===== config.mk =====
export PLATFORM = sky130hd
export DESIGN_NAME = idea_round_unit_top
export DESIGN_NICKNAME = d
export VERILOG_FILES = /design/src/design/iru_pkg.sv /design/src/design/iru_cfg.sv /design/src/design/iru_pipe.sv /design/src/design/idea_round_unit_top.sv
export SDC_FILE = /design/constraint.sdc
export NUM_CORES = 2
export LEC_CHECK = 0
export BUFFER_PORTS_ARGS = -buffer_cell sky130_fd_sc_hd__buf_2
export CAP_MARGIN = 20
export CELL_PAD_IN_SITES_DETAIL_PLACEMENT = 1
export CELL_PAD_IN_SITES_GLOBAL_PLACEMENT = 1
export CORE_MARGIN = 5
export CORE_UTILIZATION = 47
export DETAILED_ROUTE_END_ITERATION = 12
export PLACE_DENSITY_LB_ADDON = 0.1
export SETUP_SLACK_MARGIN = 0.5
export SYNTH_ARGS = -nofsm -noshare
export SYNTH_HDL_FRONTEND = slang
export SYNTH_SLANG_ARGS = --single-unit

===== constraint.sdc =====
create_clock -name clk -period 10.4 [get_ports clk]
set_input_delay 2.08 -clock clk [delete_from_list [all_inputs] [get_ports clk]]
set_output_delay 2.08 -clock clk [all_outputs]
set_load 0.01 [all_outputs]

===== src/design/iru_pkg.sv =====
// shared types, register codes and modular arithmetic helpers for the idea round unit
package iru_pkg;

  localparam int unsigned WordW = 16;
  localparam int unsigned NumKeys = 6;
  localparam int unsigned CfgIdxW = 3;

  typedef logic [WordW-1:0] word_t;

  typedef enum logic [CfgIdxW-1:0] {
    REG_ROUND_KIND = 3'd0,
    REG_KEY_0      = 3'd1,
    REG_KEY_1      = 3'd2,
    REG_KEY_2      = 3'd3,
    REG_KEY_3      = 3'd4,
    REG_KEY_4      = 3'd5,
    REG_KEY_5      = 3'd6
  } cfg_reg_t;

  localparam logic ROUND_FULL = 1'b0;
  localparam logic ROUND_HALF = 1'b1;

  typedef struct packed {
    logic                     round_kind;
    logic [NumKeys-1:0][WordW-1:0] key;
  } cfg_t;

  typedef struct packed {
    word_t a;
    word_t b;
    word_t c;
    word_t d;
  } blk_t;

  // raw 16x16 product plus its operands, reduced in the following stage
  typedef struct packed {
    logic [2*WordW-1:0] p;
    word_t              x;
    word_t              y;
  } prod_t;

  typedef struct packed {
    blk_t  blk;
    prod_t m5;
    word_t t1;
  } s5_t;

  function automatic prod_t mul_raw(word_t x, word_t y);
    prod_t r;
    r.p = {{WordW{1'b0}}, x} * {{WordW{1'b0}}, y};
    r.x = x;
    r.y = y;
    return r;
  endfunction

  // reduction modulo 2^16+1, zero operand standing for 2^16
  function automatic word_t mul_reduce(prod_t m);
    word_t lo;
    word_t hi;
    word_t r;
    lo = m.p[WordW-1:0];
    hi = m.p[2*WordW-1:WordW];
    if (m.x == '0) begin
      r = word_t'(1) - m.y;
    end else if (m.y == '0) begin
      r = word_t'(1) - m.x;
    end else begin
      r = lo - hi + word_t'(lo < hi);
    end
    return r;
  endfunction

endpackage


===== src/design/iru_cfg.sv =====
// configuration register file for round kind and subkeys
module iru_cfg import iru_pkg::*; (
  input  logic               clk,
  input  logic               rst_n,
  input  logic               cfg_valid,
  output logic               cfg_ready,
  input  logic [CfgIdxW-1:0] cfg_index,
  input  word_t              cfg_data,
  output cfg_t               cfg
);

  cfg_t cfg_r;
  cfg_t cfg_nxt;
  logic wr;

  assign cfg_ready = 1'b1;
  assign wr = cfg_valid && cfg_ready;

  always_comb begin
    cfg_nxt = cfg_r;
    if (wr) begin
      case (cfg_index)
        REG_ROUND_KIND: cfg_nxt.round_kind = cfg_data[0];
        REG_KEY_0:      cfg_nxt.key[0] = cfg_data;
        REG_KEY_1:      cfg_nxt.key[1] = cfg_data;
        REG_KEY_2:      cfg_nxt.key[2] = cfg_data;
        REG_KEY_3:      cfg_nxt.key[3] = cfg_data;
        REG_KEY_4:      cfg_nxt.key[4] = cfg_data;
        REG_KEY_5:      cfg_nxt.key[5] = cfg_data;
        default:        cfg_nxt = cfg_r;
      endcase
    end
  end

  always_ff @(posedge clk) begin
    if (!rst_n) begin
      cfg_r <= '0;
    end else begin
      cfg_r <= cfg_nxt;
    end
  end

  assign cfg = cfg_r;

  a_kind_hold: assert property (@(posedge clk) disable iff (!rst_n)
    !(wr && cfg_index == REG_ROUND_KIND) |=> $stable(cfg_r.round_kind))
    else $error("round kind changed without a write to it");

  a_key5_hold: assert property (@(posedge clk) disable iff (!rst_n)
    !(wr && cfg_index == REG_KEY_5) |=> $stable(cfg_r.key[5]))
    else $error("subkey 5 changed without a write to it");

  a_bad_index: assert property (@(posedge clk) disable iff (!rst_n)
    wr && cfg_index == 3'd7 |=> $stable(cfg_r))
    else $error("write to unused index altered a register");

endmodule


===== src/design/iru_pipe.sv =====
// five-stage round datapath: key mixing, two multiply-add steps, with per-stage valids
module iru_pipe import iru_pkg::*; (
  input  logic  clk,
  input  logic  rst_n,
  input  cfg_t  cfg,
  input  logic  in_valid,
  output logic  in_ready,
  input  blk_t  in_blk,
  output logic  p5_valid,
  input  logic  dn_ready,
  output s5_t   p5
);

  logic [5:1] v_r;
  logic [6:1] en;

  prod_t m0_r, m3_r;
  word_t b1_r, c1_r;
  blk_t  blk2_r, blk3_r, blk4_r;
  prod_t m4_r;
  word_t t1_4_r, sum4_r;
  s5_t   s5_r;

  logic  half;
  word_t t1_c;

  assign half = (cfg.round_kind == ROUND_HALF);

  // a stage moves when it is empty or the stage after it moves
  always_comb begin
    en[6] = dn_ready;
    for (int k = 5; k >= 1; k--) begin
      en[k] = !v_r[k] || en[k+1];
    end
  end

  assign in_ready = en[1];

  always_ff @(posedge clk) begin
    if (!rst_n) begin
      v_r <= '0;
    end else begin
      if (en[1]) v_r[1] <= in_valid;
      for (int k = 2; k <= 5; k++) begin
        if (en[k]) v_r[k] <= v_r[k-1];
      end
    end
  end

  // stage 1: outer multiplies and additions, middle words swapped in half rounds for the output transform
  always_ff @(posedge clk) begin
    if (en[1] && in_valid) begin
      m0_r <= mul_raw(cfg.key[0], in_blk.a);
      m3_r <= mul_raw(cfg.key[3], in_blk.d);
      b1_r <= cfg.key[1] + (half ? in_blk.c : in_blk.b);
      c1_r <= cfg.key[2] + (half ? in_blk.b : in_blk.c);
    end
  end

  // stage 2: reduce
  always_ff @(posedge clk) begin
    if (en[2] && v_r[1]) begin
      blk2_r.a <= mul_reduce(m0_r);
      blk2_r.b <= b1_r;
      blk2_r.c <= c1_r;
      blk2_r.d <= mul_reduce(m3_r);
    end
  end

  // stage 3: first multiply-add product
  always_ff @(posedge clk) begin
    if (en[3] && v_r[2]) begin
      m4_r   <= mul_raw(cfg.key[4], blk2_r.a ^ blk2_r.c);
      blk3_r <= blk2_r;
    end
  end

  assign t1_c = mul_reduce(m4_r);

  // stage 4: reduce t1 and form the second multiplier operand
  always_ff @(posedge clk) begin
    if (en[4] && v_r[3]) begin
      t1_4_r <= t1_c;
      sum4_r <= t1_c + (blk3_r.b ^ blk3_r.d);
      blk4_r <= blk3_r;
    end
  end

  // stage 5: second multiply-add product
  always_ff @(posedge clk) begin
    if (en[5] && v_r[4]) begin
      s5_r.m5  <= mul_raw(cfg.key[5], sum4_r);
      s5_r.t1  <= t1_4_r;
      s5_r.blk <= blk4_r;
    end
  end

  assign p5_valid = v_r[5];
  assign p5 = s5_r;

  a_fill: assert property (@(posedge clk) disable iff (!rst_n)
    in_valid && en[1] |=> v_r[1])
    else $error("accepted beat did not enter stage one");

  a_hold: assert property (@(posedge clk) disable iff (!rst_n)
    v_r[5] && !dn_ready |=> v_r[5] && $stable(s5_r))
    else $error("last stage lost or changed a held beat");

  a_bubble: assert property (@(posedge clk) disable iff (!rst_n)
    !(&v_r) |-> in_ready)
    else $error("input stalled while the pipeline has a bubble");

endmodule


===== src/design/idea_round_unit_top.sv =====
// top level of the idea round unit: config file, datapath and output stage
//
//  channel | signals                                  | direction
//  in      | in_valid, in_stall, in_word_0..3         | beat in, stall out
//  out     | out_valid, out_stall, out_word_0..3      | beat out, stall in
//  cfg     | cfg_valid, cfg_ready, cfg_index, cfg_data | write in, always ready
//
// one beat per cycle sustained while out_stall stays low; six register stages, the last
// being the output register that drives out_valid
// stages: products, reduce, product, reduce and add, product, reduce and output register
// rst_n is synchronous; it clears the valids and the config registers, subkeys read as zero
// a stall holds only the stages that are full up to it, bubbles are squeezed out
module idea_round_unit_top import iru_pkg::*; (
  input  logic               clk,
  input  logic               rst_n,
  input  logic               in_valid,
  output logic               in_stall,
  input  word_t              in_word_0,
  input  word_t              in_word_1,
  input  word_t              in_word_2,
  input  word_t              in_word_3,
  output logic               out_valid,
  input  logic               out_stall,
  output word_t              out_word_0,
  output word_t              out_word_1,
  output word_t              out_word_2,
  output word_t              out_word_3,
  input  logic               cfg_valid,
  output logic               cfg_ready,
  input  logic [CfgIdxW-1:0] cfg_index,
  input  word_t              cfg_data
);

  cfg_t  cfg;
  blk_t  in_blk;
  logic  in_ready;
  logic  p5_valid;
  logic  dn_ready;
  s5_t   p5;

  logic  out_valid_r;
  blk_t  out_r;
  blk_t  out_nxt;
  word_t t2;
  word_t t3;

  iru_cfg u_cfg (
    .clk       (clk),
    .rst_n     (rst_n),
    .cfg_valid (cfg_valid),
    .cfg_ready (cfg_ready),
    .cfg_index (cfg_index),
    .cfg_data  (cfg_data),
    .cfg       (cfg)
  );

  assign in_blk = '{a: in_word_0, b: in_word_1, c: in_word_2, d: in_word_3};

  iru_pipe u_pipe (
    .clk      (clk),
    .rst_n    (rst_n),
    .cfg      (cfg),
    .in_valid (in_valid),
    .in_ready (in_ready),
    .in_blk   (in_blk),
    .p5_valid (p5_valid),
    .dn_ready (dn_ready),
    .p5       (p5)
  );

  assign in_stall = !in_ready;
  assign dn_ready = !out_valid_r || !out_stall;

  // final reduce and output mixing; half rounds pass the block through
  always_comb begin
    t2 = mul_reduce(p5.m5);
    t3 = t2 + p5.t1;
    if (cfg.round_kind == ROUND_HALF) begin
      out_nxt = p5.blk;
    end else begin
      out_nxt.a = p5.blk.a ^ t2;
      out_nxt.b = p5.blk.c ^ t2;
      out_nxt.c = p5.blk.b ^ t3;
      out_nxt.d = p5.blk.d ^ t3;
    end
  end

  always_ff @(posedge clk) begin
    if (!rst_n) begin
      out_valid_r <= 1'b0;
    end else if (dn_ready) begin
      out_valid_r <= p5_valid;
    end
  end

  always_ff @(posedge clk) begin
    if (dn_ready && p5_valid) begin
      out_r <= out_nxt;
    end
  end

  assign out_valid  = out_valid_r;
  assign out_word_0 = out_r.a;
  assign out_word_1 = out_r.b;
  assign out_word_2 = out_r.c;
  assign out_word_3 = out_r.d;

  a_out_load: assert property (@(posedge clk) disable iff (!rst_n)
    p5_valid && dn_ready |=> out_valid_r)
    else $error("finished beat not moved into the output register");

  a_out_drain: assert property (@(posedge clk) disable iff (!rst_n)
    out_valid_r && !out_stall && !p5_valid |=> !out_valid_r)
    else $error("delivered beat repeated");

  a_flow: assert property (@(posedge clk) disable iff (!rst_n)
    !out_valid_r |-> dn_ready)
    else $error("empty output stage blocked the pipeline");

endmodule


# Yosys cells after proc, flatten, opt, wreduce, memory -nomap -nowiden
# Cells that the tools add are included.
[classes] add_sub_neg=20 n_lt_le_gt_ge=4 n_bitwise=6 n_eq_ne=6 reduce_logical=36 n_mul=4 n_mux=11
[ops] cell="two-way mux 16 bit" n=10
[ops] cell="zero test 16 bit" n=8
[ops] cell="multiplier 16 x 16 -> 32 bit" n=4
[ops] cell="subtractor 1 x 16 -> 16 bit, first input constant" n=8
[ops] cell="bitwise XOR 16 bit" n=6
[ops] cell="adder 16 x 1 -> 16 bit" n=4
[ops] cell="adder 16 bit" n=4
[ops] cell="< comparator 16 bit" n=4
[ops] cell="two-way mux 64 bit" n=1
[ops] cell="subtractor 16 bit" n=4
[ops] cell="AND reduction 2 bit" n=7
[ops] cell="== test 3 bit, second input constant" n=3
[ops] cell="zero test 1 bit" n=8
[ops] cell="== test 3 x 2 -> 1 bit, second input constant" n=2
[ops] cell="logical AND 1 bit" n=6
[ops] cell="logical OR 1 bit" n=6
[ops] cell="== test 3 x 1 -> 1 bit, second input constant" n=1
[ops] cell="zero test 3 bit" n=1
[word_totals] reg_bits=759 input_bits=88 word_cells=137 out_inout_bits=67

# Depth between registers and ports, before layout
[depth] depth_word=8 depth_mapped=32 mapped_depth_nobuf=32

# Cells and area by module
# From an unflattened synthesis, not the netlist that was laid out.
[hier_totals] cells_unflattened=6499 hier_area_um2=68774.7
[by_module_without_submodules] mod="iru_pipe" seq_area_each_um2=17877.1 cells_each=5530 instances=1 area_each_um2=59384.5
[by_module_without_submodules] mod="idea_round_unit_top" seq_area_each_um2=1941.9 cells_each=628 instances=1 area_each_um2=5789.3
[by_module_without_submodules] mod="iru_cfg" seq_area_each_um2=1941.9 cells_each=341 instances=1 area_each_um2=3601.0

# Least setup slack after synthesis
# OpenSTA, ideal clock, no wires.
[synth_path] kind="input port to flip-flop" from="in out_stall" to="reg u_pipe.b1_r[0], enable pin" path_buffers=0 path_slack_ns=-0.099 arrival_time_ns=9.800 cell_stages=4 cell_sequence="and3_1 -> and3_1 -> and3_1 -> nor2b_1"
[synth_via] elab_chain_len=8
[synth_rtl] item="start: declaration" line_no="idea_round_unit_top.sv:23" rtl="input logic out_stall,"
[synth_rtl] item="zero test 1 bit" line_no="idea_round_unit_top.sv:72" rtl="assign dn_ready = !out_valid_r || !out_stall;"
[synth_rtl] item="logical OR 1 bit" line_no="idea_round_unit_top.sv:72"
[synth_rtl] item="logical OR 1 bit (5 in series)" line_no="iru_pipe.sv:33" rtl="en[k] = !v_r[k] || en[k+1];"
[synth_rtl] item="logical AND 1 bit" line_no="iru_pipe.sv:52" rtl="if (en[1] && in_valid) begin"
[synth_rtl] item="end signal: assignment" line_no="iru_pipe.sv:55" rtl="b1_r <= cfg.key[1] + (half ? in_blk.c : in_blk.b);"
[synth_rtl] item="end: declaration" line_no="iru_pipe.sv:18" rtl="word_t b1_r, c1_r;"
# No other way between the ends.
# A chain may end at the register's enable or synchronous reset.

# Final worst setup path
[layout_path] from="in in_word_0[1]" to="reg u_pipe.m0_r[62] in the netlist's numbering, data pin"
[layout_via] elab_chain_len=1
[layout_rtl] item="start: declaration" line_no="idea_round_unit_top.sv:18" rtl="input word_t in_word_0,"
[layout_rtl] item="multiplier 16 x 16 -> 32 bit" line_no="iru_pkg.sv:50" rtl="r.p = {{WordW{1'b0}}, x} * {{WordW{1'b0}}, y};"
[layout_rtl] item="end signal: assignment" line_no="iru_pipe.sv:53" rtl="m0_r <= mul_raw(cfg.key[0], in_blk.a);"
[layout_rtl] item="end: declaration" line_no="iru_pipe.sv:17" rtl="prod_t m0_r, m3_r;"
# No other way between the ends.

==> metrics.md <==
| Metric | Value |
|---|---|
| Outcome | complete, no violations |
| 1st-iter DRT viols | 2986 |
| Slew headroom | 21.9% |
| FF/Latch Area | 21800 um^2 |
| CP Capture Type | flip-flop |
| Adder-cell share of the synthesized area | 34.7% |
| Number of synthesized flops with an enable pin | 656 |
| Final Slew Violations | 0 |
| Setup bufs post-CTS | 0 |
| Post-DP Area | 72100 um^2 |
| YS warnings | 0 |
| Post-synthesis simple-gate area fraction | 13.5% |
| Final setup vio count | 0 |
| Num CTS Buffers | 89 |
| Syn avg cell area | 10.3 um^2 |
| Fin Clk Skew | 0.0271 ns |
| Post-synthesis mux area share | 0.734% |
| Max IR drop VDD | 0.139 mV |
| Total chip power | 8.67 mW |
| Largest family of logic cells by synthesized area | adder cells |
| Worst-skew pair later-pin latency | 0.70 ns |
| CTS root buf | clkbuf_16 |
| Critical path class | in -> reg |
| Worst Max-Slew Pin Slew | 1.17 ns |
| Syn-to-layout area delta | 9.02% |
| Worst Hold Class | reg -> reg |
| Die height | 393 um |
| Gate Count Post-Synth | 6692 |
| Fraction of registers with async set or reset after synthesis | 0% |
| Die area | 155000 um^2 |
| Worst-path clk slew | 0.06 ns |
| CP Data Arrival Time | 8.43 ns |
| Req. time, crit path | 10.83 ns |
| Pin count of the biggest net entering global routing | 158 |
| Initial antenna violation count | 16 |
| Synth Area in Compound Gates | 7.38% |
| Worst Setup EP | u_pipe.m0_r[62] |
| Hpwl dp | 156000 um |
| Total GRT Usage | 26.7% |
| Pre-CTS setup slack | 1.71 ns |
| Synth Area in XOR/XNOR | 4.89% |
| Final period util | 76.9% |
| Filler cell count | 16100 |
| Register area share after synthesis | 31.5% |
| Via Count | 48100 |
| Setup TNS | 0 ns |
| Fin nets | 8326 |
| Clock tree sinks | 759 |
| Max_cap viols | 0 |
| Leakage power figure | 33.3 nW |
| Final WS setup | 2.40 ns |
| Routed wire length | 203000 um |
| Row Count | 140 |
| Hold bufs inserted after CTS | 0 |
| Via density | 5.47 |
| Hold Vio Cnt, Final | 0 |
| Main synth FF type | edfxtp_1 |
| Reg-to-reg slack, setup | 2.48 ns |
| Starting density of the core | 47.3% |
| Critical path startpoint category | input pin |
| I/O Buffers | 153 |
| Max FO, Critical Path | 17 |
| CTS Buffer Depth | 3 |
| Proportion of layout cells with a drive suffix above 1 | 6.55% |
| Die W | 393 um |
| PwrDens | 115 nW/um^2 |
| Post-synthesis register bit count | 759 |
| Remaining DRCs | 0 |
| Pre-antenna DRT Iters | 6 |
| Worst R2R Start | u_pipe.p5[48] |
| Distinct cell type count after synthesis | 78 |
| Number of global-route vias before repair | 52700 |
| # IOs | 155 |
| Commonest cells after routing, fill and taps aside | inv_1, nand2_1, fa_1 |
| Util after Layout | 51.6% |
| Area of the multi-input gates | 42400 um^2 |
| Final ANT Viol Nets | 0 |
| Post-Syn Area | 69000 um^2 |
| Clock period minus worst slack | 8.00 ns |
| R2R cell count | 30 |
| Most common cell after layout, fill and taps aside | inv_1 |
| GPL Wtd Cong | 0.857 |
| RSZ-0062 raised after global routing | no |
| Core ar. | 146000 um^2 |
| Total gr overflow | 0 |
| Avg WL per Cell | 23.0 um |
| Synthesized Nets | 8205 |
| First-pass GRT wire length | 315000 um |
| Critical path startpoint | in_word_0[1] |
| Max Clock Freq | 125 MHz |
| TritonCTS clock tree | built |
| CTS HTree Levels | 3 |
| Reg2Reg Capture Point | out_word_2[14] |
| PostCTS Resize Cnt | 0 |
| Cell area after layout | 75300 um^2 |
## worst max-delay path, cell delays in order
cell       delay (ns)
buf_2            0.30
nand2_1          0.14
fa_1             0.58
inv_1            0.06
fa_1             0.53
inv_1            0.07
fa_1             0.51
inv_1            0.06
fa_1             0.44
fa_1             0.51
inv_1            0.05
fa_1             0.47
inv_1            0.04
ha_1             0.36
a21oi_1          0.19
o21ai_0          0.09
a2111oi_0        0.48
o21bai_1         0.14
o41ai_1          0.56
o21ai_0          0.29
o41ai_1          0.36
xnor2_1          0.13
## cell usage after synthesis (136+ instances only)
| master | number | area, um^2 |
|---|---|---|
| a21oi_1 | 185 | 926 |
| and2_1 | 467 | 2920 |
| clkbuf_1 | 194 | 728 |
| edfxtp_1 | 656 | 19700 |
| fa_1 | 816 | 16300 |
| ha_1 | 609 | 7620 |
| inv_1 | 1123 | 4220 |
| nand2_1 | 944 | 3540 |
| nor2_1 | 211 | 792 |
| o21ai_0 | 136 | 681 |
| xnor2_1 | 224 | 1960 |
| xor2_1 | 159 | 1390 |
## cells by family after synthesis
family / count (synthesis)
XOR/XNOR: 384
flip-flops: 759
multiplexers: 47
other: 1
AND/OR/NAND/NOR: 1969
buffers and inverters: 1326
adder cells (fa/ha/maj): 1425
AO/OA/AOI/OAI: 781
## through the flow
stage,hold slack [ns],std cells
floorplan,0.400,6692
global placement,0.401,8634
detailed placement,0.405,8635
CTS,0.409,8800
global route,0.419,8804
finish,0.407,8806
## layout make-up
class                           instances  area share [%]
Multi-Input combinational cell       4607            56.3
Timing Repair Buffer                  233            1.88
Inverter                             1123            5.60
Antenna cell                            2         0.00665
Clock inverter                         56           0.891
Clock buffer                          109            3.20
Tap cell                             1917            3.19
Sequential cell                       759            28.9
## flip-flops by register name, indices dropped and copies added (netlist names), 64 cells and up
register / cells
u_pipe.m0_r: 64
u_pipe.blk3_r: 64
u_pipe.p5: 144
u_cfg.cfg: 97
u_pipe.blk2_r: 64
u_pipe.m4_r: 64
u_pipe.blk4_r: 64
u_pipe.m3_r: 64
## how the worst min path moves through the flow
stage,cells after the start,slack [ns],end,startpoint
after CTS,0,0.41,u_pipe.p5[5],u_pipe.t1_4_r[5]
after detailed placement,0,0.41,u_pipe.p5[81],u_pipe.blk4_r[1]
after global placement,0,0.40,u_pipe.p5[83],u_pipe.blk4_r[3]
after global routing,0,0.42,u_pipe.blk4_r[26],u_pipe.blk3_r[26]
final,0,0.41,u_pipe.p5[5],u_pipe.t1_4_r[5]
after floorplan,0,0.40,u_pipe.blk2_r[16],u_pipe.c1_r[0]
## report_power, final
| part | internal, mW | leakage [nW] | switching (mW) |
|---|---|---|---|
| logic | 0.627 | 24.9 | 1.13 |
| registers | 3.50 | 6.94 | 0.134 |
| clock network | 1.92 | 1.47 | 1.37 |
| total | 6.04 | 33.3 | 2.63 |
## metal layers
metal	share of wire [%]	vias to the layer above	GRT usage [%]
li1	-	21800	-
met2	47	1086	43.9
met4	2.8	0	7.01
met3	5.0	254	3.11
met5	0	-	0
met1	45	25000	37.8
(Power assumes the default switching activity.)
